$ cat src/rtl/knn_vote_top_three_macros.svh
// Assertion macros for the nearest-neighbour vote block.
// Used by the top level; relies on i_clk and i_rst_n in the including scope.
`ifndef KNN_VOTE_TOP_THREE_MACROS_SVH
`define KNN_VOTE_TOP_THREE_MACROS_SVH
`ifndef SYNTHESIS
`define KVT_ASSERT_IMPL(lbl, ante, cons) \
    lbl: assert property (@(posedge i_clk) disable iff (!i_rst_n) (ante) |-> (cons)) \
        else $error("assertion failed");
`define KVT_ASSERT_NEXT(lbl, ante, cons) \
    lbl: assert property (@(posedge i_clk) disable iff (!i_rst_n) (ante) |=> (cons)) \
        else $error("assertion failed");
`else
`define KVT_ASSERT_IMPL(lbl, ante, cons)
`define KVT_ASSERT_NEXT(lbl, ante, cons)
`endif
`endif

$ cat src/rtl/kvt_ram.sv
// Generic single-write, single-read RAM with registered read data.
// No dependencies.
module kvt_ram #(
    parameter int WIDTH = 8,
    parameter int DEPTH = 16
) (
    input  logic                     i_clk,
    input  logic                     i_we,
    input  logic [$clog2(DEPTH)-1:0] i_waddr,
    input  logic [WIDTH-1:0]         i_wdata,
    input  logic [$clog2(DEPTH)-1:0] i_raddr,
    output logic [WIDTH-1:0]         o_rdata
);
    logic [WIDTH-1:0] r_mem [DEPTH];
    logic [WIDTH-1:0] r_rdata;

    always_ff @(posedge i_clk) begin
        if (i_we) begin
            r_mem[i_waddr] <= i_wdata;
        end
        r_rdata <= r_mem[i_raddr];
    end

    assign o_rdata = r_rdata;
endmodule

$ cat config.mk
export PLATFORM = sky130hd
export DESIGN_NAME = kvt_ram
export DESIGN_NICKNAME = d
export VERILOG_FILES = /design/src/rtl/knn_vote_top_three_macros.svh /design/src/rtl/kvt_ram.sv
export SDC_FILE = /design/constraint.sdc
export NUM_CORES = 1
export LEC_CHECK = 0
export ABC_AREA = 1
export BUFFER_PORTS_ARGS = -buffer_cell sky130_fd_sc_hd__buf_2
export CORE_MARGIN = 4
export CORE_UTILIZATION = 49
export DETAILED_ROUTE_END_ITERATION = 8
export HOLD_SLACK_MARGIN = 0.03
export PLACE_DENSITY = 0.66
export SLEW_MARGIN = 20
export SYNTH_ARGS = -nofsm -noshare
export SYNTH_HDL_FRONTEND = slang
export SYNTH_SLANG_ARGS = --single-unit
export TNS_END_PERCENT = 30
$ cat constraint.sdc
create_clock -name i_clk -period 1.55 [get_ports i_clk]
set_input_delay 0.0775 -clock i_clk [delete_from_list [all_inputs] [get_ports i_clk]]
set_output_delay 0.0775 -clock i_clk [all_outputs]
set_load 0.01 [all_outputs]
Yosys cells after proc, flatten, opt, wreduce, memory -nomap -nowiden
Memories as Yosys holds them, arrays and structs flattened. A register that Yosys moved wholly into a read port is not among the register bits. Index checks and enable logic that the tools add are counted.

Bits in latches: 0. Register bits: 0. ROM bits: 0. Word-level logic and storage cells: 3. RAM bits: 128. Memories: 1.

Memory list: r_mem (depth 16, bits a word 8, rd ports 1, clocked after Yosys merged registers in 1, wr ports 1, line kvt_ram.sv:14) `logic [WIDTH-1:0] r_mem [DEPTH];`.

Div/mod/pow operators: 0. Shift operators: 0. Equal/unequal tests: 0. Bitwise operators: 0. Multipliers: 0. $add $sub $neg: 0. $lt $le $gt $ge: 0. Reduce and logical (&&, ||, !) cells: 0. Mux-type cells: 2.

Operators by type and width (number): $mux 1 (2).

Logic depth before layout (Yosys ltp)
Gate-level depths: netlist of run 1.

Depth in word-level cells: 2. Gate-level depth with buffers: 8. Gate-level depth less buffers: 7.

Worst setup path after synthesis of run 1
Ideal clock, no wire load.

Path kind: input port to flip-flop. Start: input port i_waddr[2]. End: memory r_mem[10][0], enable pin. Data required time: 1180 ps. Setup slack: 522 ps. Setup time: 370 ps. Stages: 2. Data arrival time: 658 ps. Cell sequence: nand3b_1 > nor2_1.

RTL lines: start: declaration (line kvt_ram.sv:9) `input logic [$clog2(DEPTH)-1:0] i_waddr,`; end: declaration (line kvt_ram.sv:14).

Straight into the memory's write port.

==> results of run 1 <==
-- power by group through the flow --
stage	logic [mW]	clock network [mW]	registers, mW
6_report	0.521	4.44	4.14
5_1_grt	0.577	4.70	4.14
4_1_cts	0.526	4.51	4.14
3_5_place_dp	0.519	0	4.21
3_3_place_gp	0.506	0	4.21
2_1_floorplan	0.290	0	4.22
-- worst paths after layout --
kind | from | cells past startpoint | endpoint | slack, ns
setup / recovery | r_mem[8][1] | 6 | o_rdata[1] | 0.50
hold / removal | i_raddr[2] | 4 | o_rdata[6] | 0.05
hold reg to reg | r_mem[10][0] | 6 | o_rdata[0] | 0.66
setup reg to reg | r_mem[8][1] | 6 | o_rdata[1] | 0.50
-- layer usage --
layer / vias to the layer above / routed length (µm)
li1: 1866 / -
met1: 1875 / 5570
met2: 117 / 6620
met3: 20 / 593
met4: 0 / 305
met5: - / 0
-- cells in the mapped netlist --
cell type | count | area [µm²]
nand3_1 | 97 | 485
nand2_1 | 173 | 649
nand3b_1 | 2 | 15.0
nor2_1 | 17 | 63.8
inv_1 | 100 | 375
buf_1 | 1 | 3.75
edfxtp_1 | 128 | 3840
buf_4 | 4 | 30.0
inv_2 | 2 | 7.51
dfxtp_1 | 8 | 160
buf_6 | 6 | 67.6
buf_2 | 13 | 65.1
-- stage by stage --
step	hold slack, ns	total power, mW	std cells	area, µm²	worst slack, ns
3_5_place_dp	0.446	4.73	717	6110	0.322
4_1_cts	0.0458	9.17	750	6780	0.472
6_report	0.0531	9.10	750	6780	0.499
5_1_grt	0.0736	9.42	750	6780	0.408
2_1_floorplan	0.176	4.51	551	5770	0.522
3_3_place_gp	0.437	4.72	717	6110	0.359
-- critical path: stages (launching register included) --
cell      delay (ns)
edfxtp_1        0.36
inv_1           0.07
nand2_1         0.05
nand3_1         0.09
nand3_1         0.15
nand3_1         0.15
nand2_1         0.06
-- cell families after synthesis --
logic type / count (synthesis)
and+or+nand+nor: 289
DFF: 136
buffers and inverters: 126
-- sequential cells by signal (all words and copies together), names as in the netlist --
name and cells:
r_mem 128, o_rdata 8
-- area by class of cell --
class / instances / area (µm²) / share of cell area [%]
multi-input combinational: 289 / 1210 / 17.9
sequential: 136 / 4000 / 59.1
clock buffer: 21 / 470 / 6.94
clock inverter: 11 / 193 / 2.84
inverter: 102 / 383 / 5.65
timing repair buffer: 48 / 338 / 4.98
tap: 143 / 179 / 2.64
==> reports/qor.txt, run 1 <==
final-stage net count: 612
via count: 3878
H-tree levels: 4
Final ANT Viol Nets: 0
crit path launch type: flip-flop
worst vdd ir: 0.742 mV
Core Util, Final: 59.1%
Starting Density: 50.3%
Root Buffer: clkbuf_16
Die Span Y: 116 µm
Adder-Cell Fraction of Synth Area: 0%
Distinct cells, synth: 12
Final setup viols: 0
CORE AREA: 0.0115 mm²
syn nets: 569
most used routing layer: met2
first-pass GRT wire length: 20.4 mm
critical path class: flip-flop to flip-flop
full die area: 0.0136 mm²
layout cells sized above 1: 13.2%
cts repair resizes: 0
outcome: finished clean
CTS buffer count: 17
Data required, critical path: 1.85 ns
dpl hpwl: 7.94 mm
I/O pins: 26
commonest non-fill, non-tap cells in the layout: 173 x nand2_1, 128 x edfxtp_1, 100 x inv_1, 97 x nand3_1, 25 x buf_2
minimum clock period: 1.05 ns
Slew HR: 73.0%
Synth Cell Area: 0.00577 mm²
GRT overflow: 0
post-synthesis mux area share: 0%
fin crit share: 67.8%
die width: 116 µm
vias in the first global route: 3681
antenna cells: 0
area grow syn2layout: 17.6%
drt drc: 0
met2 Use GR: 33.5%
post-synthesis compound-gate area fraction: 0%
fill cell count: 939
switching pwr: 1.84 mW
final wirelength: 13.1 mm
setup_tns: 0 ns
iteration count of the initial detailed-routing pass: 6
simple-gate share of the synthesized area: 21.0%
Clock power frac: 48.8%
Logic pwr share: 5.7%
row count: 39
TritonCTS clock tree: yes
commonest non-fill, non-tap cell in the layout: nand2_1
vias per cell: 5.17
unrepaired setup endpoints after global routing: no
Longest Clk Path Bufs: 2
Mapped Cells: 551
gr usage total: 21.1%
wire per inst: 17.5 µm
switch share: 20.3%
fmax: 951 MHz
Hold Fails Final Rpt: 0
FF+latch count, synth: 136
hold_buf cts: 1
clock latency on the worst-skew pair: 0.42 ns
crit path max fanout: 1
sequential power share: 45.5%
LEAKAGE: 2.97 nW
Yosys Warn Count: 0
PortBufs: 25
crit end category: flip-flop
internal power: 7.25 mW
M3 GR Usage: 4.51%
power per cell area: 1340 mW/mm²
largest net degree at the start of global routing: 65
Worst Skew: 0.00740 ns
crit path DAT: 1.35 ns
combinational family with the most area after synthesis: simple AND/OR/NAND/NOR gates
max-cap viol count: 0
GP Congestion: 0.839
clk slew on worst S/H paths: 0.06 ns
post-synthesis xor/xnor area fraction: 0%
Seq/Total Area, Yosys: 69.4%
Worst-Margin Slew: 0.405 ns
max-slew violations: 0
initial antenna violation count: 0
Synth Area per Inst: 10.5 µm²
Hold/Removal Path Class: input pin to flip-flop
initial DRC count: 361
Post-CTS Setup Inserts: 0
Sink Count: 136
met1 GRT Util: 28.2%
(Power assumes the default switching activity.)
==> run 2, diff against run 1 <==
- ABC_AREA: 1 -> 0
- clock period: 1.55 -> 1.05 ns (I/O delays scaled with it)
==> run 2 against run 1 <==
  * The flow now finishes with violations (setup timing)
  * Maximum frequency is 18% lower
  * Non-clock buffer count increased by 19
  * Flip-flop and latch count unchanged
  * Critical path type unchanged
  * Combinational power rose by 37%
  * Clock power increased by 25%
  * Sequential share of layout area grew 3.4 points
  * Sequential power increased by 48%
  * Clock skew is 0.0033 ns lower
  * Setup slack lost 0.74 ns
  * Highest routed layer unchanged
  * Via count down 35%
==> reports/qor.txt, run 2 <==
area grow syn2layout: 24.7%
pre-CTS worst setup slack: -0.439 ns
Hold Fails Final Rpt: 0
H-tree levels: 4
Synth Cell Area: 0.00515 mm²
Worst-Margin Slew: 1.00 ns
Final setup viols: 8
Core Util, Final: 62.4%
PortBufs: 25
I/O pins: 26
Seq/Total Area, Yosys: 77.8%
Hold/Removal Path Class: input pin to flip-flop
Post-synth top flop: edfxtp_1
outcome: finished with violations
CORE AREA: 0.0103 mm²
crit path launch type: flip-flop
Sink Count: 136
worst vdd ir: 0.831 mV
GRT overflow: 0
Synth Area per Inst: 22.5 µm²
Post-CTS Setup Inserts: 0
clock latency on the worst-skew pair: 0.51 ns
fin crit share: 123%
Placed Area: 0.00574 mm²
Die Span Y: 110 µm
Longest Clk Path Bufs: 2
Reg with most FFs: r_mem
final wirelength: 10.2 mm
overall power: 12.4 mW
critical path class: flip-flop to flip-flop
GP Congestion: 0.724
antenna cells: 0
dpl hpwl: 6.54 mm
die width: 110 µm
sequential power share: 49.3%
post-synthesis mux area share: 15.0%
drt drc: 0
post-synthesis xor/xnor area fraction: 0%
crit path DAT: 1.69 ns
Cell Chain, Critical Path: mux4_2 > a22oi_2 > nand2_1
first-pass GRT wire length: 16.4 mm
Commonest cells post-synth: 128 x edfxtp_1, 18 x mux4_2, 16 x a22oi_1, 14 x mux4_1, 13 x nor2_1
combinational family with the most area after synthesis: multiplexers
largest net degree at the start of global routing: 20
largest cells by area after synthesis: edfxtp_1 75%, mux4_2 7.9%, mux4_1 7.1%, dfxtp_1 3.1%, a22oi_1 2.3%
crit path max fanout: 1
full die area: 0.0122 mm²
Layout Cells excl Fill: 454
initial DRC count: 180
Largest register FFs: 128
internal power: 9.89 mW
switch share: 20.3%
Worst Skew: 0.00414 ns
Async SR Flop Fraction: 0%
failing checks: setup timing
commonest non-fill, non-tap cell in the layout: edfxtp_1
layout cells sized above 1: 43.7%
CTS buffer count: 17
Clock power frac: 44.9%
TritonCTS clock tree: yes
wire per inst: 22.4 µm
Logic pwr share: 5.8%
Synth area leader: edfxtp_1
simple-gate share of the synthesized area: 3.18%
Data required, critical path: 1.45 ns
DP Cell Count: 414
final-stage net count: 323
Yosys Warn Count: 0
Slowest cell on crit path: mux4_2
clk slew on worst S/H paths: 0.06 ns
Distinct cells, synth: 19
Adder-Cell Fraction of Synth Area: 0%
post-synthesis compound-gate area fraction: 2.33%
syn nets: 247
via count: 2507
Root Buffer: clkbuf_8
count leader, synth: edfxtp_1
FF+latch count, synth: 136
setup_tns: -1.64 ns
vias in the first global route: 2685
vias per cell: 5.52
worst setup margin: -0.238 ns
unrepaired setup endpoints after global routing: yes
Mapped Cells: 229
switching pwr: 2.51 mW
CP max stage delay: 0.51 ns
Post-synth EDFFs: 128
LEAKAGE: 2.16 nW
top-area cell type share of the netlist area: 74.7%
Final ANT Viol Nets: 0
minimum clock period: 1.29 ns
gr usage total: 18.2%
Starting Density: 50.1%
power per cell area: 1930 mW/mm²
commonest non-fill, non-tap cells in the layout: 128 x edfxtp_1, 30 x mux4_2, 28 x buf_4, 21 x buf_2, 16 x clkbuf_16
hold slack: 0.0903 ns
max-slew violations: 0
crit end category: flip-flop
Slew HR: 32.9%
iteration count of the initial detailed-routing pass: 5
Post-Layout Inst Area: 0.00642 mm²
max-cap viol count: 0
row count: 37
fmax: 776 MHz
initial antenna violation count: 0
-- run 2: power by group through the flow --
stage | clock [mW] | sequential, mW | combinational [mW]
6_report | 5.57 | 6.12 | 0.715
5_1_grt | 5.95 | 6.12 | 0.776
4_1_cts | 5.69 | 6.11 | 0.709
3_5_place_dp | 0 | 6.22 | 0.644
3_3_place_gp | 0 | 6.21 | 0.626
2_1_floorplan | 0 | 6.22 | 0.316
-- run 2: worst max-delay path: cells and delay by family (launching register included) --
family          cells  cell delay, ns
compound gates      1            0.22
simple gates        1            0.08
flops               1            0.37
mux                 1            0.51
-- run 2: cell families after synthesis --
logic type             after synthesis
AO/OA/AOI/OAI                       16
multiplexers                        32
AND/OR/NAND/NOR                     35
flip-flops                         136
buffers and inverters               10
-- run 2: timing repair --
| item | 4_1_cts | 5_1_grt |
|---|---|---|
| gates resized for setup | 23 | 7 |
| pin swaps | 11 | 2 |
| gates cloned | 0 | 0 |
| hold endpoints to repair | 128 | 0 |
| hold buffers | 8 | 0 |
| setup endpoints to repair | 11 | 12 |
-- run 2: worst paths after layout --
path	cells past startpoint	startpoint	slack [ns]	to
worst max-delay path	3	r_mem[3][5]	-0.24	o_rdata[5]
worst min-delay path	3	i_waddr[3]	0.09	r_mem[1][2]
worst max register to register	3	r_mem[3][5]	-0.24	o_rdata[5]
worst min register to register	3	r_mem[15][0]	0.67	o_rdata[0]
-- run 2: area by class of cell --
| class | count | area, µm² |
|---|---|---|
| Sequential cell | 136 | 4010 |
| Fill cell | 750 | 3860 |
| Multi-Input combinational cell | 83 | 1100 |
| Timing Repair Buffer | 67 | 569 |
| Clock buffer | 19 | 442 |
| Tap cell | 136 | 170 |
| Clock inverter | 13 | 129 |
-- run 2: layer usage --
layer  GRT usage, %  wire length, µm
met4           5.67               74
met5              0                0
met2           28.5             5120
met3           5.21              637
met1           25.2             4350
==> run 3, diff against run 2 <==
- CORE_ASPECT_RATIO: not set -> 0.5
==> run 3 against run 2 <==
  * The run still ends with setup timing left
  * Sequential power is essentially flat
  * First-iteration DRC count is 21% higher
  * Sequential share of layout area is essentially flat
  * Utilization rose by 0.27 points
  * Power fell by 1.6%
  * Critical path depth is 1 higher
  * Clock-buffer cell count up 4
  * Die area is 0.82% higher
  * Maximum frequency decreased by 4.1%
  * Wire length up 4.8%
  * Worst hold slack worse by 0.040 ns
  * Critical path type unchanged
  * Critical endpoint is now o_rdata[4]
  * Largest cell class unchanged
  * Largest power group unchanged
==> reports/qor.txt, run 3 (same netlist as run 2, synthesis figures left out) <==
crit end category: flip-flop
Hold Crit Depth: 1
gr usage total: 19.0%
critical path class: flip-flop to flip-flop
RR Startpoint: r_mem[3][4]
Hold/Removal Path Class: input pin to flip-flop
Worst-Margin Slew: 0.751 ns
Root Buffer: clkbuf_16
Post-CTS Setup Inserts: 0
Longest Clk Path Bufs: 2
Core Util, Final: 62.7%
LEAKAGE: 2.20 nW
overall power: 12.2 mW
die width: 153 µm
minimum clock period: 1.34 ns
Hold Fails Final Rpt: 0
I/O pins: 26
vias per cell: 5.57
full die area: 0.0123 mm²
clk slew on worst S/H paths: 0.05 ns
initial antenna violation count: 0
CTS buffer count: 17
Sink Count: 136
first-pass GRT wire length: 16.3 mm
H-tree levels: 4
Worst Hold Launch: i_wdata[6]
crit path launch type: flip-flop
initial DRC count: 217
Final ANT Viol Nets: 0
row count: 26
unrepaired setup endpoints after global routing: yes
GP Congestion: 0.825
R2R depth: 4
area grow syn2layout: 24.5%
final wirelength: 10.7 mm
vias in the first global route: 2688
Final setup viols: 8
max-slew violations: 0
failing checks: setup timing
PortBufs: 25
antenna cells: 0
GRT overflow: 0
Starting Density: 50.4%
dpl hpwl: 6.84 mm
wire per inst: 23.0 µm
outcome: finished with violations
final-stage net count: 329
fill cell count: 712
R2R setup slack: -0.29 ns
CP max stage delay: 0.48 ns
CORE AREA: 0.0102 mm²
Largest register FFs: 128
Slew HR: 49.8%
via count: 2586
crit path DAT: 1.63 ns
TritonCTS clock tree: yes
FF-to-FF End: o_rdata[4]
drt drc: 0
hold slack: 0.0499 ns
fmax: 744 MHz
iteration count of the initial detailed-routing pass: 4
max-cap viol count: 0
Hold Path End: r_mem[2][6]
Die Span Y: 80.5 µm
Worst Skew: 0.00626 ns
largest net degree at the start of global routing: 25
commonest non-fill, non-tap cell in the layout: edfxtp_1
layout cells sized above 1: 42.3%
Data required, critical path: 1.34 ns
Reg with most FFs: r_mem
crit path max fanout: 1
worst vdd ir: 1.32 mV
power per cell area: 1910 mW/mm²
clock latency on the worst-skew pair: 0.40 ns
Slowest cell on crit path: mux4_2
Cell Chain, Critical Path: mux4_2 > a22oi_2 > buf_4 > nand2_2
worst setup margin: -0.294 ns
fin crit share: 128%
commonest non-fill, non-tap cells in the layout: 128 x edfxtp_1, 38 x buf_4, 25 x mux4_2, 25 x buf_2, 17 x clkbuf_16
-- run 3: cell count changes in the layout (fill, tap and decap cells not counted), sizes merged --
cell / delta
buf: +11
bufinv: -1
clkbuf: +4
clkinvlp: -3
dlygate4sd3: -5
-- run 3: worst max-delay path: cells and delay by family (launching register included) --
family	cells	cell delay (ns)
multiplexers	1	0.48
flip-flops	1	0.36
AO/OA/AOI/OAI	1	0.17
buffers and inverters	1	0.16
AND/OR/NAND/NOR	1	0.05
-- run 3: where the power goes --
part	internal (mW)	total (mW)	leakage, nW	switching (mW)
Combinational	0.340	0.717	0.716	0.377
Sequential	6.07	6.12	1.22	0.0488
Clock	3.30	5.37	0.261	2.07
-- run 3: timing repair --
action,CTS,global route
pin swaps,10,1
resized for setup,15,1
hold endpoints to repair,23,0
endpoints found under the setup margin,8,8
hold buffers,3,0
-- run 3: worst max path at each step --
stage                  endpoint  slack (ns)   startpoint  cells past startpoint
floorplan           r_mem[4][0]       -0.19   i_waddr[3]                      2
detailed placement   o_rdata[1]       -0.52   i_raddr[0]                      6
CTS                  o_rdata[4]       -0.28  r_mem[2][4]                      4
finish               o_rdata[4]       -0.29  r_mem[3][4]                      4
global placement     o_rdata[1]       -0.51   i_raddr[0]                      6
global route         o_rdata[4]       -0.34  r_mem[3][4]                      4
-- run 3: final cells by class --
cell class                      count  area (µm²)  share of cell area [%]
Clock inverter                      9        78.8                    1.23
Multi-Input combinational cell     83        1110                    17.3
Timing Repair Buffer               73         581                    9.06
Tap cell                          140         175                    2.73
Sequential cell                   136        4000                    62.5
Clock buffer                       23         458                    7.15
-- run 3: layer usage --
layer  GRT usage, %  share of wire [%]  wire length, µm  vias up
met5              0                  0                0        -
met4           5.69               0.53               57        0
met3           6.73                8.0              857        4
met2           29.6                 48             5170      101
met1           25.5                 43             4600     1347
li1               -                  -                -     1134
-- run 3: through the flow --
step / cells / cell area (µm²) / setup TNS, ns / worst slack, ns
after floorplan: 229 / 5180 / -4.99 / -0.194
after global placement: 429 / 5820 / -15.46 / -0.511
after detailed placement: 429 / 5820 / -16.97 / -0.523
after CTS: 464 / 6400 / -1.76 / -0.276
after global routing: 464 / 6410 / -2.24 / -0.337
final: 464 / 6410 / -1.80 / -0.294
