File: config.mk
export PLATFORM = sky130hd
export DESIGN_NAME = kvt_rank
export DESIGN_NICKNAME = d
export VERILOG_FILES = /design/src/rtl/knn_vote_top_three_macros.svh /design/src/rtl/kvt_pkg.sv /design/src/rtl/kvt_rank.sv
export SDC_FILE = /design/constraint.sdc
export NUM_CORES = 1
export LEC_CHECK = 0
export BUFFER_PORTS_ARGS = -buffer_cell sky130_fd_sc_hd__buf_2
export CAP_MARGIN = 20
export CELL_PAD_IN_SITES_DETAIL_PLACEMENT = 1
export CELL_PAD_IN_SITES_GLOBAL_PLACEMENT = 1
export CORE_ASPECT_RATIO = 0.8
export CORE_MARGIN = 8
export CORE_UTILIZATION = 38
export CTS_CLUSTER_SIZE = 20
export DETAILED_ROUTE_END_ITERATION = 7
export GPL_ROUTABILITY_DRIVEN = 0
export PLACE_DENSITY_LB_ADDON = 0.1
export RECOVER_POWER = 25
export SYNTH_ARGS = -nofsm -noshare
export SYNTH_HDL_FRONTEND = slang
export SYNTH_SLANG_ARGS = --single-unit
export TNS_END_PERCENT = 50
File: constraint.sdc
create_clock -name i_clk -period 2.7 [get_ports i_clk]
set_input_delay 0.27 -clock i_clk [delete_from_list [all_inputs] [get_ports i_clk]]
set_output_delay 0.27 -clock i_clk [all_outputs]
set_load 0.01 [all_outputs]
File: src/rtl/knn_vote_top_three_macros.svh
// Assertion macros for the nearest-neighbour vote block.
// Used by the top level; relies on i_clk and i_rst_n in the including scope.
`ifndef KNN_VOTE_TOP_THREE_MACROS_SVH
`define KNN_VOTE_TOP_THREE_MACROS_SVH
`ifndef SYNTHESIS
`define KVT_ASSERT_IMPL(lbl, ante, cons) \
    lbl: assert property (@(posedge i_clk) disable iff (!i_rst_n) (ante) |-> (cons)) \
        else $error("assertion failed");
`define KVT_ASSERT_NEXT(lbl, ante, cons) \
    lbl: assert property (@(posedge i_clk) disable iff (!i_rst_n) (ante) |=> (cons)) \
        else $error("assertion failed");
`else
`define KVT_ASSERT_IMPL(lbl, ante, cons)
`define KVT_ASSERT_NEXT(lbl, ante, cons)
`endif
`endif

File: src/rtl/kvt_pkg.sv
// Shared constants, types and state codes for the nearest-neighbour vote block.
// No dependencies.
package kvt_pkg;
    localparam int MAX_SAMPLES = 1024;
    localparam int NUM_CLASSES = 128;
    localparam int ADDR_W      = $clog2(MAX_SAMPLES);
    localparam int CNT_W       = ADDR_W + 1;
    localparam int CLS_W       = $clog2(NUM_CLASSES);
    localparam int CLS_CNT_W   = CLS_W + 1;
    localparam int SCORE_W     = 20;
    localparam int CLASS_W     = 7;
    localparam int VOTE_W      = 7;
    localparam int K_W         = 7;
    localparam int SMP_W       = SCORE_W + CLASS_W;

    localparam logic [K_W-1:0] K_RESET = K_W'(40);

    localparam logic [1:0] OP_CLEAR  = 2'd0;
    localparam logic [1:0] OP_LOAD   = 2'd1;
    localparam logic [1:0] OP_QUERY  = 2'd2;
    localparam logic [1:0] OP_UNUSED = 2'd3;

    typedef enum logic [2:0] {
        S_IDLE,
        S_CLEAR,
        S_SCAN,
        S_VOTE_RD,
        S_VOTE_WR,
        S_RANK,
        S_OUT
    } t_state;

    typedef struct packed {
        logic               valid;
        logic [CLASS_W-1:0] cls;
        logic [VOTE_W-1:0]  votes;
    } t_rank_ctl;

    typedef struct packed {
        logic [CLASS_W-1:0] c1;
        logic [CLASS_W-1:0] c2;
        logic [CLASS_W-1:0] c3;
        logic [VOTE_W-1:0]  v1;
        logic [VOTE_W-1:0]  v2;
        logic [VOTE_W-1:0]  v3;
    } t_top3;
endpackage

File: src/rtl/kvt_rank.sv
// Running top-three ranking over a stream of (class, votes) words.
// Depends on kvt_pkg.
module kvt_rank (
    input  logic              i_clk,
    input  logic              i_rst_n,
    input  logic              i_start,
    input  kvt_pkg::t_rank_ctl i_ctl,
    output kvt_pkg::t_top3    o_top
);
    import kvt_pkg::*;

    logic [2:0]         r_ok;
    logic [CLASS_W-1:0] r_c [3];
    logic [VOTE_W-1:0]  r_v [3];
    logic               ge1, ge2, ge3;

    // later ids win ties, so >= moves the incoming word ahead
    assign ge1 = !r_ok[0] || (i_ctl.votes >= r_v[0]);
    assign ge2 = !r_ok[1] || (i_ctl.votes >= r_v[1]);
    assign ge3 = !r_ok[2] || (i_ctl.votes >= r_v[2]);

    always_ff @(posedge i_clk) begin
        if (!i_rst_n || i_start) begin
            r_ok <= '0;
        end else if (i_ctl.valid) begin
            priority if (ge1) begin
                r_ok <= {r_ok[1], r_ok[0], 1'b1};
            end else if (ge2) begin
                r_ok <= {r_ok[1], 1'b1, r_ok[0]};
            end else if (ge3) begin
                r_ok <= {1'b1, r_ok[1], r_ok[0]};
            end else begin
                r_ok <= r_ok;
            end
        end
    end

    always_ff @(posedge i_clk) begin
        if (i_ctl.valid) begin
            priority if (ge1) begin
                r_c[2] <= r_c[1]; r_v[2] <= r_v[1];
                r_c[1] <= r_c[0]; r_v[1] <= r_v[0];
                r_c[0] <= i_ctl.cls; r_v[0] <= i_ctl.votes;
            end else if (ge2) begin
                r_c[2] <= r_c[1]; r_v[2] <= r_v[1];
                r_c[1] <= i_ctl.cls; r_v[1] <= i_ctl.votes;
            end else if (ge3) begin
                r_c[2] <= i_ctl.cls; r_v[2] <= i_ctl.votes;
            end else begin
                r_c[2] <= r_c[2]; r_v[2] <= r_v[2];
            end
        end
    end

    assign o_top = '{c1: r_c[0], c2: r_c[1], c3: r_c[2],
                     v1: r_v[0], v2: r_v[1], v3: r_v[2]};
endmodule

* Word level (Yosys, flattened, before mapping)
Memories as Yosys holds them, arrays and structs flattened.
Cells that the tools add are included.
** Storage, ports and cells
- Output and inout port bits :: 42
- Flip-flop bits (word level) :: 3
- Bits in latches :: 0
- Memories :: 2
- Input port bits :: 18
- Logic and storage cells :: 57
- RAM bits :: 42
- Bits in read-only memories :: 0
** Memory list
- r_c :: words 3, width 7, rd ports 3, clocked after Yosys merged registers in 0, write ports 3, RTL line kvt_rank.sv:13 : logic [CLASS_W-1:0] r_c [3];
- r_v :: words 3, width 7, rd ports 3, clocked after Yosys merged registers in 0, write ports 3, RTL line kvt_rank.sv:14 : logic [VOTE_W-1:0] r_v [3];
** Operators by class
- Magnitude comparators :: 3
- Eq/ne operators :: 0
- Reductions and logical operators :: 13
- Shift operators :: 0
- Multipliers :: 0
- Div/mod/pow operators :: 0
- Bitwise logic cells :: 8
- Mux-type cells :: 28
- Add/sub/neg operators :: 0
** Operator list (count)
- 7-bit two-way mux :: 8
- 7-bit greater-or-equal comparator :: 3
- 1-bit two-way mux :: 17
- 3-bit two-way mux :: 3
- 1-bit OR :: 8
- 2-bit AND reduction :: 3
- 1-bit zero test :: 4
- 1-bit logical OR :: 4
- 3-bit nonzero test :: 1
- 2-bit nonzero test :: 1

* Depth between registers and ports, before layout
Gate-level depths: netlist of run 1.
- Depth after elaboration :: 9
- Mapped depth :: 9
- Gate-level depth less buffers :: 7

* Worst setup path before layout of run 1
No wires, ideal clock.
- Path type :: reg2reg
- Start point :: memory r_v[1][5], in the netlist r_v[0][12]
- End point :: memory r_c[2][2], in the netlist r_c[0][16] (data pin)
- Arrival :: 2334 ps
- Slack :: 105 ps
- Stages on the path, launching flop included :: 10
- Library setup time :: 260 ps
- Buffers on the path :: 2
- Clock period less this slack :: 2595 ps
- Data required time :: 2440 ps
- Cell sequence :: edfxtp_1 > inv_1 > ha_1 > a21o_1 > a221oi_2 > o21ai_1 > or4b_1 > buf_6 > buf_12 > mux2_4
** RTL lines (RTL line)
- from (decl) :: kvt_rank.sv:14
- to (decl) :: kvt_rank.sv:13

==> out/qor_table.md, run 1 <==
| Group | Metric | This run |
|---|---|---|
| final layout | Final layout net count | 275 |
| logic synthesis | Dominant cell type by area after synthesis | sky130_fd_sc_hd__edfxtp_1 |
| sta | Highest clock rate | 383.4 MHz |
| floorplan | Die ar. | 8960 um2 |
| setup path | Endpoint class of the critical path | register |
| cts | Number of H-tree branching levels | 2 |
| route | Detailed-route vias per instance | 4.969 |
| logic synthesis | Synthesis Warnings | 0 |
| sta | TNS Setup | 0 ps |
| logic synthesis | Seq cells post-synth | 45 |
| cts | Clock tree root driver cell | sky130_fd_sc_hd__clkbuf_8 |
| route | Antenna-violating nets left | 0 |
| floorplan | Initial Util | 39.47% |
| sta | Number of slew-limit violations in the final report | 0 |
| floorplan | Cell row count | 25 |
| global routing | GRT Residual Overflow | 0 |
| cts | Worst-case clock buffer depth | 2 |
| route | Total wirelength of the detailed-routed design | 5937 um |
| logic synthesis | Number of cells produced by synthesis | 165 |
| final layout | Post-route cell area | 2840 um2 |
| cts | Total clock sinks | 45 |
| placed design | Detailed-placement wirelength estimate | 4512 um |
| sta | Worst slew pin tran | 702.0 ps |
| logic synthesis | Proportion of netlist area held by the largest area contributor | 53.76% |
| global routing | Via count of the first global-routing pass | 1737 |
| setup path | Data arrival time of the critical path | 2650 ps |
| pwr | Static leakage | 1.243 nW |
| sta | Min Tclk post-route | 2608 ps |
| floorplan | Die Y-Extent | 86.28 um |
| sta | Setup-violating endpoint count in the final report | 0 |
| pwr | PnR Total Power | 1.473 mW |
| final layout | Multi-input combinational cell area | 920.9 um2 |
| logic synthesis | Mapped cell area | 2346 um2 |
| placed design | Placed standard-cell area | 2770 um2 |
| route | DRC violation total after the first TritonRoute iteration | 44 |
| global routing | Largest net degree at the start of global routing | 15 |
| hold path | Hold Crit Class | in2reg |
| setup path | Maximum fanout encountered on the critical timing path | 7 |
| global routing | Initial antenna violation count | 0 |
| logic synthesis | Unique cell type count in the Yosys netlist | 32 |
| final layout | Proportion of layout cells with a drive suffix above 1 | 32.07% |
| floorplan | Width of the chip | 103.8 um |
| sta | Final Hold Fails | 0 |
| sta | Final clock period utilization by the worst path | 96.60% |
| outcome | Run status | finished clean |
| final layout | Fill cell count | 671 |
| logic synthesis | Mean area per synthesized cell | 14.22 um2 |
| sta | Tightest slew margin relative to the limit | 53.15% |
| cts | Worst-skew pair later-pin latency | 290 ps |
| cts | Number of buffers created by CTS | 5 |
| floorplan | Number of placed I/O pins | 60 |
| cts | Clock transition at path regs | 90 ps |
| setup path | Crit Path Category | reg2reg |
| route | Average wire per cell in the routed design | 18.67 um |
| cts | TritonCTS clock tree | yes |
| route | Remaining DRCs | 0 |
| final layout | Area added between synthesis and finish | 21.07% |
| run | Number of maximum-capacitance constraint violations | 0 |
| final layout | Final core utilization | 47.79% |
| route | Via count | 1580 |
| logic synthesis | Syn Nets | 204 |
| cts | Hold_buf cts | 0 |
| pwr | Power density over the cells | 518.6 nW/um2 |
| sta | Clk_skew | 8.652 ps |
| global routing | First-pass GRT wire length | 9501 um |
| sta | Post-route worst hold slack | 212.3 ps |
| final layout | Antenna cell count | 0 |
| floorplan | Placeable core region | 5943 um2 |
| placed design | I/O Buffers | 59 |
| global routing | Overall routing resource usage | 13.52% |
| logic synthesis | Post-synthesis sequential area ratio | 56.32% |
| setup path | Element type at the critical path start | register |
| setup path | Data required time at the worst endpoint | 2740 ps |
| route | Detailed-router iteration count before antenna repair | 4 |
| sta | Setup repair after global routing missed its margin | false |
| logic synthesis | Area contributors post-synth | sky130_fd_sc_hd__edfxtp_1 54%, sky130_fd_sc_hd__ha_1 11%, sky130_fd_sc_hd__mux2_2 8.6%, sky130_fd_sc_hd__mux2_4 6.4%, sky130_fd_sc_hd__inv_1 3.7% |
| pwr | Max IR drop VDD | 0.0002743 V |
| final layout | Combined flip-flop and latch cell area | 1321 um2 |
## logic make-up (layout without fill, tap and decap cells)
| logic type | after synthesis | in the layout | share of synthesized area [%] |
|---|---|---|---|
| flip-flops | 45 | 45 | 56.32 |
| multiplexers | 29 | 29 | 15.47 |
| buffers and inverters | 27 | 99 | 5.386 |
| AND/OR/NAND/NOR | 23 | 23 | 5.280 |
| adder cells (fa/ha/maj) | 21 | 21 | 11.20 |
| AO/OA/AOI/OAI | 20 | 20 | 6.346 |
## path summary, 6_finish.rpt
check / startpoint / slack [ps] / cells past startpoint / to
setup / recovery: r_v[0][13] / 90 / 8 / r_v[0][18]
hold / removal: i_ctl[7] / 210 / 1 / r_c[0][0]
setup reg to reg: r_v[0][13] / 90 / 8 / r_v[0][18]
hold reg to reg: r_ok[0] / 490 / 2 / r_ok[1]
## synthesized netlist by cell type
library cell	n
sky130_fd_sc_hd__edfxtp_1	42
sky130_fd_sc_hd__inv_1	23
sky130_fd_sc_hd__ha_1	21
sky130_fd_sc_hd__mux2_2	18
sky130_fd_sc_hd__mux2_4	10
sky130_fd_sc_hd__nand2_1	8
sky130_fd_sc_hd__a21o_1	5
sky130_fd_sc_hd__nand2b_1	4
sky130_fd_sc_hd__a31oi_1	3
sky130_fd_sc_hd__dfxtp_1	3
sky130_fd_sc_hd__o21ai_0	3
sky130_fd_sc_hd__nand3_1	2
sky130_fd_sc_hd__nand4_1	2
sky130_fd_sc_hd__nor2_1	2
sky130_fd_sc_hd__o21a_1	2
sky130_fd_sc_hd__a2111oi_0	1
sky130_fd_sc_hd__a21oi_1	1
sky130_fd_sc_hd__a221oi_2	1
sky130_fd_sc_hd__a41oi_1	1
sky130_fd_sc_hd__and3_1	1
sky130_fd_sc_hd__and4_1	1
sky130_fd_sc_hd__buf_12	1
sky130_fd_sc_hd__buf_2	1
sky130_fd_sc_hd__buf_6	1
sky130_fd_sc_hd__clkbuf_1	1
sky130_fd_sc_hd__mux2i_1	1
sky130_fd_sc_hd__nor2b_1	1
sky130_fd_sc_hd__o2111a_1	1
sky130_fd_sc_hd__o2111ai_1	1
sky130_fd_sc_hd__o21ai_1	1
sky130_fd_sc_hd__or4_1	1
sky130_fd_sc_hd__or4b_1	1
## power breakdown
| group | internal [mW] | switching [mW] |
|---|---|---|
| Combinational | 0.0978 | 0.131 |
| Sequential | 0.815 | 0.0245 |
| Clock | 0.180 | 0.224 |
## layout make-up
| type | instances | area share (%) |
|---|---|---|
| repair buffers | 68 | 11.54 |
| inverters | 23 | 3.040 |
| clock inverters | 2 | 0.3524 |
| well taps | 81 | 3.568 |
| multi-input cells | 93 | 32.42 |
| clock buffers | 6 | 2.555 |
| flip-flops and latches | 45 | 46.52 |
## per-layer routing
metal,global-route usage [%],up-vias,part of all wire [%]
li1,-,753,-
met1,16.12,791,44
met2,22.91,34,50
met3,5.041,2,5.7
met4,2.752,0,0.35
met5,0,-,0
## what timing repair did
item / CTS / global route
buffers inserted: 0 / 0
setup endpoints to repair: 14 / 28
endpoints found under the hold margin: 0 / 0
gates resized for setup: 1 / 5
gates cloned: 0 / 0
## worst max-delay path, stage by stage, from the launching register on
cell	delay, ps
sky130_fd_sc_hd__edfxtp_1	440
sky130_fd_sc_hd__inv_1	100
sky130_fd_sc_hd__ha_1	260
sky130_fd_sc_hd__and3_1	220
sky130_fd_sc_hd__a221oi_2	200
sky130_fd_sc_hd__o21ai_1	130
sky130_fd_sc_hd__or4b_4	510
sky130_fd_sc_hd__buf_4	190
sky130_fd_sc_hd__mux2_4	300
## placed cells by master, fill, tap and decap left out, types with 2 or more instances in the layout
cell                       netlist  layout
sky130_fd_sc_hd__nand3_1         2       2
sky130_fd_sc_hd__mux2_4         10      10
sky130_fd_sc_hd__buf_4           0       8
sky130_fd_sc_hd__nand2_1         8       8
sky130_fd_sc_hd__o21a_1          2       2
sky130_fd_sc_hd__edfxtp_1       42      42
sky130_fd_sc_hd__mux2_2         18      18
sky130_fd_sc_hd__inv_1          23      23
sky130_fd_sc_hd__clkinv_2        0       2
sky130_fd_sc_hd__buf_2           1      28
sky130_fd_sc_hd__nand4_1         2       2
sky130_fd_sc_hd__ha_1           21      21
sky130_fd_sc_hd__clkbuf_1        1      32
sky130_fd_sc_hd__a31oi_1         3       2
sky130_fd_sc_hd__o21ai_0         3       2
sky130_fd_sc_hd__dfxtp_1         3       3
sky130_fd_sc_hd__clkbuf_8        0       5
sky130_fd_sc_hd__a21o_1          5       5
sky130_fd_sc_hd__nor2_1          2       2
sky130_fd_sc_hd__nand2b_1        4       4
## sequential cells by signal (all words and copies together) (netlist names)
| register | cells |
|---|---|
| r_c | 21 |
| r_v | 21 |
| r_ok | 3 |
## stage by stage
| step | cells | setup slack [ps] |
|---|---|---|
| 2_1_floorplan | 165 | 105.2 |
| 4_1_cts | 318 | 9.829 |
| 3_3_place_gp | 310 | 11.20 |
| 3_5_place_dp | 310 | -38.04 |
| 6_report | 318 | 91.83 |
| 5_1_grt | 318 | 5.290 |
Power figures use the tool's default switching activity.
==> run 2: changes to the inputs <==
==> constraint.sdc (replaced) <==
create_clock -name i_clk -period 2.7 [get_ports i_clk]
set_input_delay 0 -clock i_clk [delete_from_list [all_inputs] [get_ports i_clk]]
set_output_delay 0 -clock i_clk [all_outputs]
set_load 0.01 [all_outputs]
==> out/qor_table.md, run 2 (synthesized netlist as in run 1, its figures left out) <==
| Group | Metric | This run | Delta |
|---|---|---|---|
| setup path | Endpoint class of the critical path | register | unchanged |
| route | Via count | 1652 | was 1580 |
| floorplan | Cell row count | 25 | unchanged |
| floorplan | Number of placed I/O pins | 60 | unchanged |
| floorplan | Initial Util | 39.47% | unchanged |
| floorplan | Width of the chip | 103.8 um | unchanged |
| pwr | Switching power | 390.0 uW | was 379.8 uW |
| global routing | Via count of the first global-routing pass | 1873 | was 1737 |
| final layout | Final layout net count | 291 | was 275 |
| final layout | Commonest cells after routing, fill and taps aside | 42 x sky130_fd_sc_hd__edfxtp_1, 33 x sky130_fd_sc_hd__buf_2, 26 x sky130_fd_sc_hd__clkbuf_1, 23 x sky130_fd_sc_hd__inv_1, 21 x sky130_fd_sc_hd__ha_1 | was 42 x sky130_fd_sc_hd__edfxtp_1, 32 x sky130_fd_sc_hd__clkbuf_1, 28 x sky130_fd_sc_hd__buf_2, 23 x sky130_fd_sc_hd__inv_1, 21 x sky130_fd_sc_hd__ha_1 |
| setup path | Worst reg2reg path depth | 8 | unchanged |
| placed design | Detailed-placement wirelength estimate | 4646 um | was 4512 um |
| sta | Final Hold Fails | 0 | unchanged |
| global routing | Initial antenna violation count | 1 | was 0 |
| floorplan | Placeable core region | 5943 um2 | unchanged |
| final layout | Area added between synthesis and finish | 28.27% | was 21.07% |
| global routing | Overall routing resource usage | 14.39% | was 13.52% |
| pwr | Part of the power in combinational logic | 15.4% | was 15.5% |
| sta | Setup repair after global routing missed its margin | false | unchanged |
| sta | Number of slew-limit violations in the final report | 0 | unchanged |
| sta | Final clock period utilization by the worst path | 96.28% | was 96.60% |
| route | Total wirelength of the detailed-routed design | 6299 um | was 5937 um |
| cts | TritonCTS clock tree | yes | unchanged |
| setup path | Register-to-register setup slack | 100 ps | was 90 ps |
| cts | Worst-skew pair later-pin latency | 300 ps | was 290 ps |
| pwr | Power density over the cells | 527.4 nW/um2 | was 518.6 nW/um2 |
| sta | Min Tclk post-route | 2600 ps | was 2608 ps |
| sta | Worst slew pin tran | 689.8 ps | was 702.0 ps |
| outcome | Run status | finished clean | unchanged |
| setup path | Element type at the critical path start | register | unchanged |
| setup path | Critical path's slowest cell | sky130_fd_sc_hd__or4b_4 | unchanged |
| hold path | Hold Crit Class | in2reg | unchanged |
| cts | Number of buffers created by CTS | 5 | unchanged |
| floorplan | Die ar. | 8960 um2 | unchanged |
| setup path | R2R Path End | r_c[0][19] | was r_v[0][18] |
| setup path | Crit Path Category | reg2reg | unchanged |
| route | Antenna-violating nets left | 0 | unchanged |
| pwr | PnR Total Power | 1.587 mW | was 1.473 mW |
| route | Average wire per cell in the routed design | 18.86 um | was 18.67 um |
| sta | TNS Setup | 0 ps | unchanged |
| setup path | CP Cell Sequence | inv_1, ha_1, and3_1, a221oi_2, o21ai_1, or4b_4, buf_4, mux2_4 | unchanged |
| pwr | Clk pwr share | 31.6% | was 27.5% |
| setup path | Dominant delay contributor by cell family on the critical path | simple AND/OR/NAND/NOR gates | unchanged |
| cts | Number of H-tree branching levels | 2 | unchanged |
| final layout | Proportion of layout cells with a drive suffix above 1 | 32.54% | was 32.07% |
| setup path | CP peak stage delay | 510 ps | about the same |
| final layout | Registers with the most flip-flops | r_c x21, r_v x21, r_ok x3 | unchanged |
| floorplan | Die Y-Extent | 86.28 um | unchanged |
| cts | Worst-case clock buffer depth | 2 | unchanged |
| route | Detailed-route vias per instance | 4.946 | was 4.969 |
| route | DRC violation total after the first TritonRoute iteration | 66 | was 44 |
| cts | Clock transition at path regs | 80 ps | was 90 ps |
| setup path | Maximum fanout encountered on the critical timing path | 7 | unchanged |
| route | Remaining DRCs | 0 | unchanged |
| run | Number of maximum-capacitance constraint violations | 0 | unchanged |
| placed design | I/O Buffers | 59 | unchanged |
| pwr | Sw Share | 24.58% | was 25.78% |
| setup path | Critical path buffer and inverter count | 2 | unchanged |
| global routing | Largest net degree at the start of global routing | 15 | unchanged |
| pwr | Max IR drop VDD | 0.0002948 V | was 0.0002743 V |
| sta | Highest clock rate | 384.7 MHz | was 383.4 MHz |
| pwr | Power Internal | 1.197 mW | was 1.093 mW |
| cts | Setup fix buffers added after clock tree synthesis | 0 | unchanged |
| cts | Clock tree root driver cell | sky130_fd_sc_hd__clkbuf_8 | unchanged |
| setup path | Startpoint of the worst-slack reg-to-reg timing path | r_v[0][13] | unchanged |
| route | Detailed-router iteration count before antenna repair | 4 | unchanged |
| setup path | Data required time at the worst endpoint | 2760 ps | was 2740 ps |
| pwr | Static leakage | 1.330 nW | was 1.243 nW |
| global routing | GRT Residual Overflow | 0 | unchanged |
| cts | Total clock sinks | 45 | unchanged |
| sta | Clk_skew | 5.129 ps | was 8.652 ps |
| global routing | First-pass GRT wire length | 10010 um | was 9501 um |
| hold path | Worst hold path endpoint | r_ok[0] | was r_c[0][0] |
| hold path | Startpoint of the tightest hold check path | i_ctl[14] | was i_ctl[7] |
| sta | Tightest slew margin relative to the limit | 53.96% | was 53.15% |
| setup path | Data arrival time of the critical path | 2660 ps | was 2650 ps |
| final layout | Leading cell type in the layout, fill and taps excluded | sky130_fd_sc_hd__edfxtp_1 | unchanged |
| pwr | Sequential Power Share | 53.0% | was 57.0% |
| sta | Setup-violating endpoint count in the final report | 0 | unchanged |
| hold path | Hold Path Depth | 2 | was 1 |
run 2: cell types whose count changed in the layout (fill, tap and decap cells not counted), moves of 3 or more:
| cell | previous run | this run |
|---|---|---|
| sky130_fd_sc_hd__buf_2 | 28 | 33 |
| sky130_fd_sc_hd__buf_4 | 8 | 11 |
| sky130_fd_sc_hd__clkbuf_1 | 32 | 26 |
| sky130_fd_sc_hd__dlygate4sd3_1 | 0 | 14 |
run 2: how the worst max path moves through the flow:
| stage | start | cells past startpoint | to |
|---|---|---|---|
| after floorplan | r_v[0][12] | 9 | r_c[0][16] |
| after global placement | r_v[0][2] | 8 | r_c[0][19] |
| after detailed placement | r_v[0][2] | 8 | r_c[0][19] |
| after CTS | r_v[0][2] | 8 | r_c[0][19] |
| after global routing | r_v[0][2] | 8 | r_c[0][19] |
| final | r_v[0][13] | 8 | r_c[0][19] |
run 2: area by class of cell:
type	instances	area [um2]
Clock buffer	5	68.82
Multi-Input combinational cell	93	908.4
Timing Repair Buffer	84	485.5
Tap cell	81	101.3
Fill cell	665	2934
Sequential cell	45	1321
Inverter	23	86.33
Antenna cell	1	2.502
Clock inverter	2	35.03
run 2: repair_timing:
item | in CTS | in global routing
hold buffers | 14 | 0
resized for setup | 0 | 3
endpoints found under the hold margin | 14 | 0
setup endpoints to repair | 0 | 14
run 2: per-stage QoR:
stage	hold WS, ps	setup slack, ps	utilization, %	area (um2)	instances
finish	10.99	100.4	50.63	3009	334
global route	25.50	5.706	50.63	3009	334
CTS	6.669	4.891	50.97	3029	333
detailed placement	213.1	42.06	46.86	2785	312
global placement	203.6	79.21	46.86	2785	312
floorplan	98.87	105.2	-	2346	165
run 2: metal layers:
metal | share of wire, % | wire [um] | GRT usage (%) | up-vias
li1 | - | - | - | 785
met1 | 43 | 2737 | 16.41 | 815
met2 | 51 | 3199 | 25.41 | 42
met3 | 4.0 | 253 | 3.706 | 10
met4 | 1.7 | 108 | 5.767 | 0
met5 | 0 | 0 | 0 | -
run 2: power groups by stage:
stage                     registers [mW]  logic [mW]  clock network, mW
after floorplan                    0.873       0.103                  0
after global placement             0.853       0.224                  0
after detailed placement           0.856       0.235                  0
after CTS                          0.841       0.254              0.510
after global routing               0.847       0.272              0.538
final                              0.840       0.245              0.502
==> run 3: changes to the inputs <==
Clock period 2.7 ns to 2.14 ns, I/O delays scaled along.
==> out/qor_table.md, run 3 (synthesized netlist as in run 1, its figures left out) <==
| Group | Metric | This run | Delta |
|---|---|---|---|
| outcome | Run status | finished with violations | was finished clean |
| outcome | Failing checks | negative setup slack |  |
| pwr | Part of the power in combinational logic | 20.9% | was 15.4% |
| placed design | Cell count after placement | 344 | was 312 |
| final layout | Layout Cells excl Fill | 367 | was 334 |
| route | DRC violation total after the first TritonRoute iteration | 49 | was 66 |
| sta | Clk_skew | 14.20 ps | was 5.129 ps |
| cts | Number of H-tree branching levels | 2 | unchanged |
| global routing | First-pass GRT wire length | 11000 um | was 10010 um |
| pwr | Max IR drop VDD | 0.0004338 V | was 0.0002948 V |
| route | Antenna-violating nets left | 0 | unchanged |
| pwr | PnR Total Power | 2.054 mW | was 1.587 mW |
| pwr | Power Internal | 1.485 mW | was 1.197 mW |
| final layout | Registers with the most flip-flops | r_c x21, r_v x21, r_ok x3 | unchanged |
| route | Detailed-router iteration count before antenna repair | 4 | unchanged |
| setup path | CP Cell Sequence | inv_2, ha_4, a21o_1, a221oi_2, o21ai_2, or4b_4, buf_12, mux2_4 | was inv_1, ha_1, and3_1, a221oi_2, o21ai_1, or4b_4, buf_4, mux2_4 |
| setup path | Worst reg2reg path depth | 8 | unchanged |
| floorplan | Cell row count | 25 | unchanged |
| global routing | Largest net degree at the start of global routing | 16 | was 15 |
| sta | Setup-violating endpoint count in the final report | 57 | was 0 |
| floorplan | Number of placed I/O pins | 60 | unchanged |
| pwr | Power density over the cells | 594.8 nW/um2 | was 527.4 nW/um2 |
| pwr | Sequential Power Share | 51.5% | was 53.0% |
| final layout | Proportion of layout cells with a drive suffix above 1 | 50.70% | was 32.54% |
| hold path | Startpoint of the tightest hold check path | i_start | was i_ctl[14] |
| setup path | Critical path's slowest cell | sky130_fd_sc_hd__or4b_4 | unchanged |
| cts | Clock transition at path regs | 90 ps | was 80 ps |
| hold path | Worst hold path endpoint | r_ok[0] | unchanged |
| final layout | Antenna cell count | 0 | was 1 |
| pwr | Switching power | 569.3 uW | was 390.0 uW |
| cts | Number of buffers created by CTS | 5 | unchanged |
| final layout | Commonest cells after routing, fill and taps aside | 45 x sky130_fd_sc_hd__buf_2, 42 x sky130_fd_sc_hd__edfxtp_1, 38 x sky130_fd_sc_hd__buf_4, 24 x sky130_fd_sc_hd__mux2_4, 19 x sky130_fd_sc_hd__inv_1 | was 42 x sky130_fd_sc_hd__edfxtp_1, 33 x sky130_fd_sc_hd__buf_2, 26 x sky130_fd_sc_hd__clkbuf_1, 23 x sky130_fd_sc_hd__inv_1, 21 x sky130_fd_sc_hd__ha_1 |
| sta | Worst slew pin tran | 394.5 ps | was 689.8 ps |
| floorplan | Initial Util | 39.47% | unchanged |
| final layout | Leading cell type in the layout, fill and taps excluded | sky130_fd_sc_hd__buf_2 | was sky130_fd_sc_hd__edfxtp_1 |
| sta | Number of slew-limit violations in the final report | 0 | unchanged |
| sta | Tightest slew margin relative to the limit | 73.65% | was 53.96% |
| cts | Clock tree root driver cell | sky130_fd_sc_hd__clkbuf_8 | unchanged |
| global routing | GRT Residual Overflow | 0 | unchanged |
| global routing | Initial antenna violation count | 0 | was 1 |
| final layout | Area added between synthesis and finish | 47.20% | was 28.27% |
| floorplan | Placeable core region | 5943 um2 | unchanged |
| setup path | Crit Path Category | reg2reg | unchanged |
| run | Number of maximum-capacitance constraint violations | 0 | unchanged |
| pwr | Sw Share | 27.72% | was 24.58% |
| hold path | Hold Crit Class | in2reg | unchanged |
| sta | Worst setup slack after layout | -458.0 ps | was 100.4 ps |
| floorplan | Die Y-Extent | 86.28 um | unchanged |
| setup path | Element type at the critical path start | register | unchanged |
| sta | Highest clock rate | 384.9 MHz | was 384.7 MHz |
| setup path | CP peak stage delay | 590 ps | was 510 ps |
| setup path | Register-to-register setup slack | -460 ps | was 100 ps |
| setup path | Startpoint of the worst-slack reg-to-reg timing path | r_v[0][12] | was r_v[0][13] |
| global routing | Via count of the first global-routing pass | 2042 | was 1873 |
| pwr | Clk pwr share | 27.6% | was 31.6% |
| global routing | Overall routing resource usage | 15.66% | was 14.39% |
| placed design | I/O Buffers | 59 | unchanged |
| setup path | R2R Path End | r_v[0][17] | was r_c[0][19] |
| setup path | Endpoint class of the critical path | register | unchanged |
| setup path | Data required time at the worst endpoint | 2200 ps | was 2760 ps |
| sta | Min Tclk post-route | 2598 ps | was 2600 ps |
| sta | Final clock period utilization by the worst path | 121.4% | was 96.28% |
| pwr | Static leakage | 1.613 nW | was 1.330 nW |
| sta | Setup repair after global routing missed its margin | true | was false |
| route | Detailed-route vias per instance | 4.886 | was 4.946 |
| setup path | Data arrival time of the critical path | 2660 ps | about the same |
| placed design | Detailed-placement wirelength estimate | 5175 um | was 4646 um |
| floorplan | Die ar. | 8960 um2 | unchanged |
| floorplan | Width of the chip | 103.8 um | unchanged |
| route | Average wire per cell in the routed design | 19.22 um | was 18.86 um |
| route | Via count | 1793 | was 1652 |
| hold path | Hold Path Depth | 3 | was 2 |
| final layout | Final layout net count | 324 | was 291 |
| setup path | Maximum fanout encountered on the critical timing path | 7 | unchanged |
| cts | Worst-case clock buffer depth | 2 | unchanged |
| cts | Worst-skew pair later-pin latency | 310 ps | was 300 ps |
| cts | Total clock sinks | 45 | unchanged |
| cts | TritonCTS clock tree | yes | unchanged |
| route | Remaining DRCs | 0 | unchanged |
| sta | Final Hold Fails | 0 | unchanged |
| route | Total wirelength of the detailed-routed design | 7054 um | was 6299 um |
[run 3: cell count changes in the layout (fill, tap and decap cells not counted), moves of 3 or more]
cell | before | now
sky130_fd_sc_hd__buf_4 | 11 | 38
sky130_fd_sc_hd__clkbuf_1 | 26 | 16
sky130_fd_sc_hd__inv_2 | 0 | 3
sky130_fd_sc_hd__inv_1 | 23 | 19
sky130_fd_sc_hd__buf_12 | 0 | 3
sky130_fd_sc_hd__mux2_2 | 18 | 4
sky130_fd_sc_hd__ha_1 | 21 | 18
sky130_fd_sc_hd__dlygate4sd3_1 | 14 | 9
sky130_fd_sc_hd__ha_4 | 0 | 3
sky130_fd_sc_hd__buf_2 | 33 | 45
sky130_fd_sc_hd__mux2_4 | 10 | 24
sky130_fd_sc_hd__buf_6 | 0 | 4
[run 3: worst max-delay path by stage]
stage / startpoint / slack, ps / depth (start not counted) / endpoint
3_5_place_dp: r_v[0][2] / -530 / 8 / r_v[0][17]
3_3_place_gp: r_v[0][2] / -510 / 8 / r_v[0][17]
6_report: r_v[0][12] / -460 / 8 / r_v[0][17]
5_1_grt: r_v[0][12] / -480 / 8 / r_v[0][17]
4_1_cts: r_v[0][12] / -420 / 8 / r_v[0][17]
2_1_floorplan: r_v[0][12] / -450 / 9 / r_c[0][16]
[run 3: final cells by class]
type | count | area, um2
Clock inverter | 3 | 21.27
Fill cell | 635 | 2490
Multi-Input combinational cell | 93 | 1056
Clock buffer | 5 | 68.82
Timing Repair Buffer | 117 | 795.8
Sequential cell | 45 | 1321
Tap cell | 81 | 101.3
Inverter | 23 | 88.84
[run 3: critical path, delay by kind of cell, from the launching register on]
| kind | cells | cell delay (ps) |
|---|---|---|
| simple gates | 1 | 590 |
| compound gates | 3 | 580 |
| mux | 1 | 300 |
| flops | 1 | 440 |
| fa+ha+maj | 1 | 190 |
| buf+inv | 2 | 260 |
[run 3: repair_timing]
action | in CTS | in global routing
cloned | 0 | 0
setup endpoints to repair | 58 | 71
buffers inserted | 4 | 3
hold buffers | 9 | 0
hold endpoints to repair | 9 | 0
pin swaps | 7 | 3
resized for setup | 41 | 10
[run 3: metrics by stage]
stage / hold slack (ps) / utilization, % / setup TNS [ps] / area (um2) / worst slack, ps
2_1_floorplan: 98.87 / - / -8663 / 2351 / -454.8
6_report: 23.36 / 58.11 / -13230 / 3453 / -458.0
5_1_grt: 26.90 / 58.11 / -14640 / 3453 / -478.7
3_5_place_dp: 205.4 / 51.16 / -16860 / 3040 / -527.7
4_1_cts: 17.01 / 57.37 / -7608 / 3410 / -424.2
3_3_place_gp: 203.0 / 51.16 / -15620 / 3040 / -507.6
[run 3: routing by layer]
layer	share of wire, %	up-vias	routed length [um]	global-route usage, %
met5	0	-	0	0
met4	1.7	0	123	5.898
met3	3.6	10	252	3.929
met2	50	47	3547	27.27
met1	44	885	3131	18.34
li1	-	851	-	-
[run 3: power by group through the flow]
stage	logic, mW	clock network [mW]	registers [mW]
floorplan	0.130	0	1.10
global placement	0.351	0	1.07
detailed placement	0.368	0	1.08
CTS	0.423	0.577	1.06
global route	0.467	0.609	1.06
finish	0.430	0.567	1.06
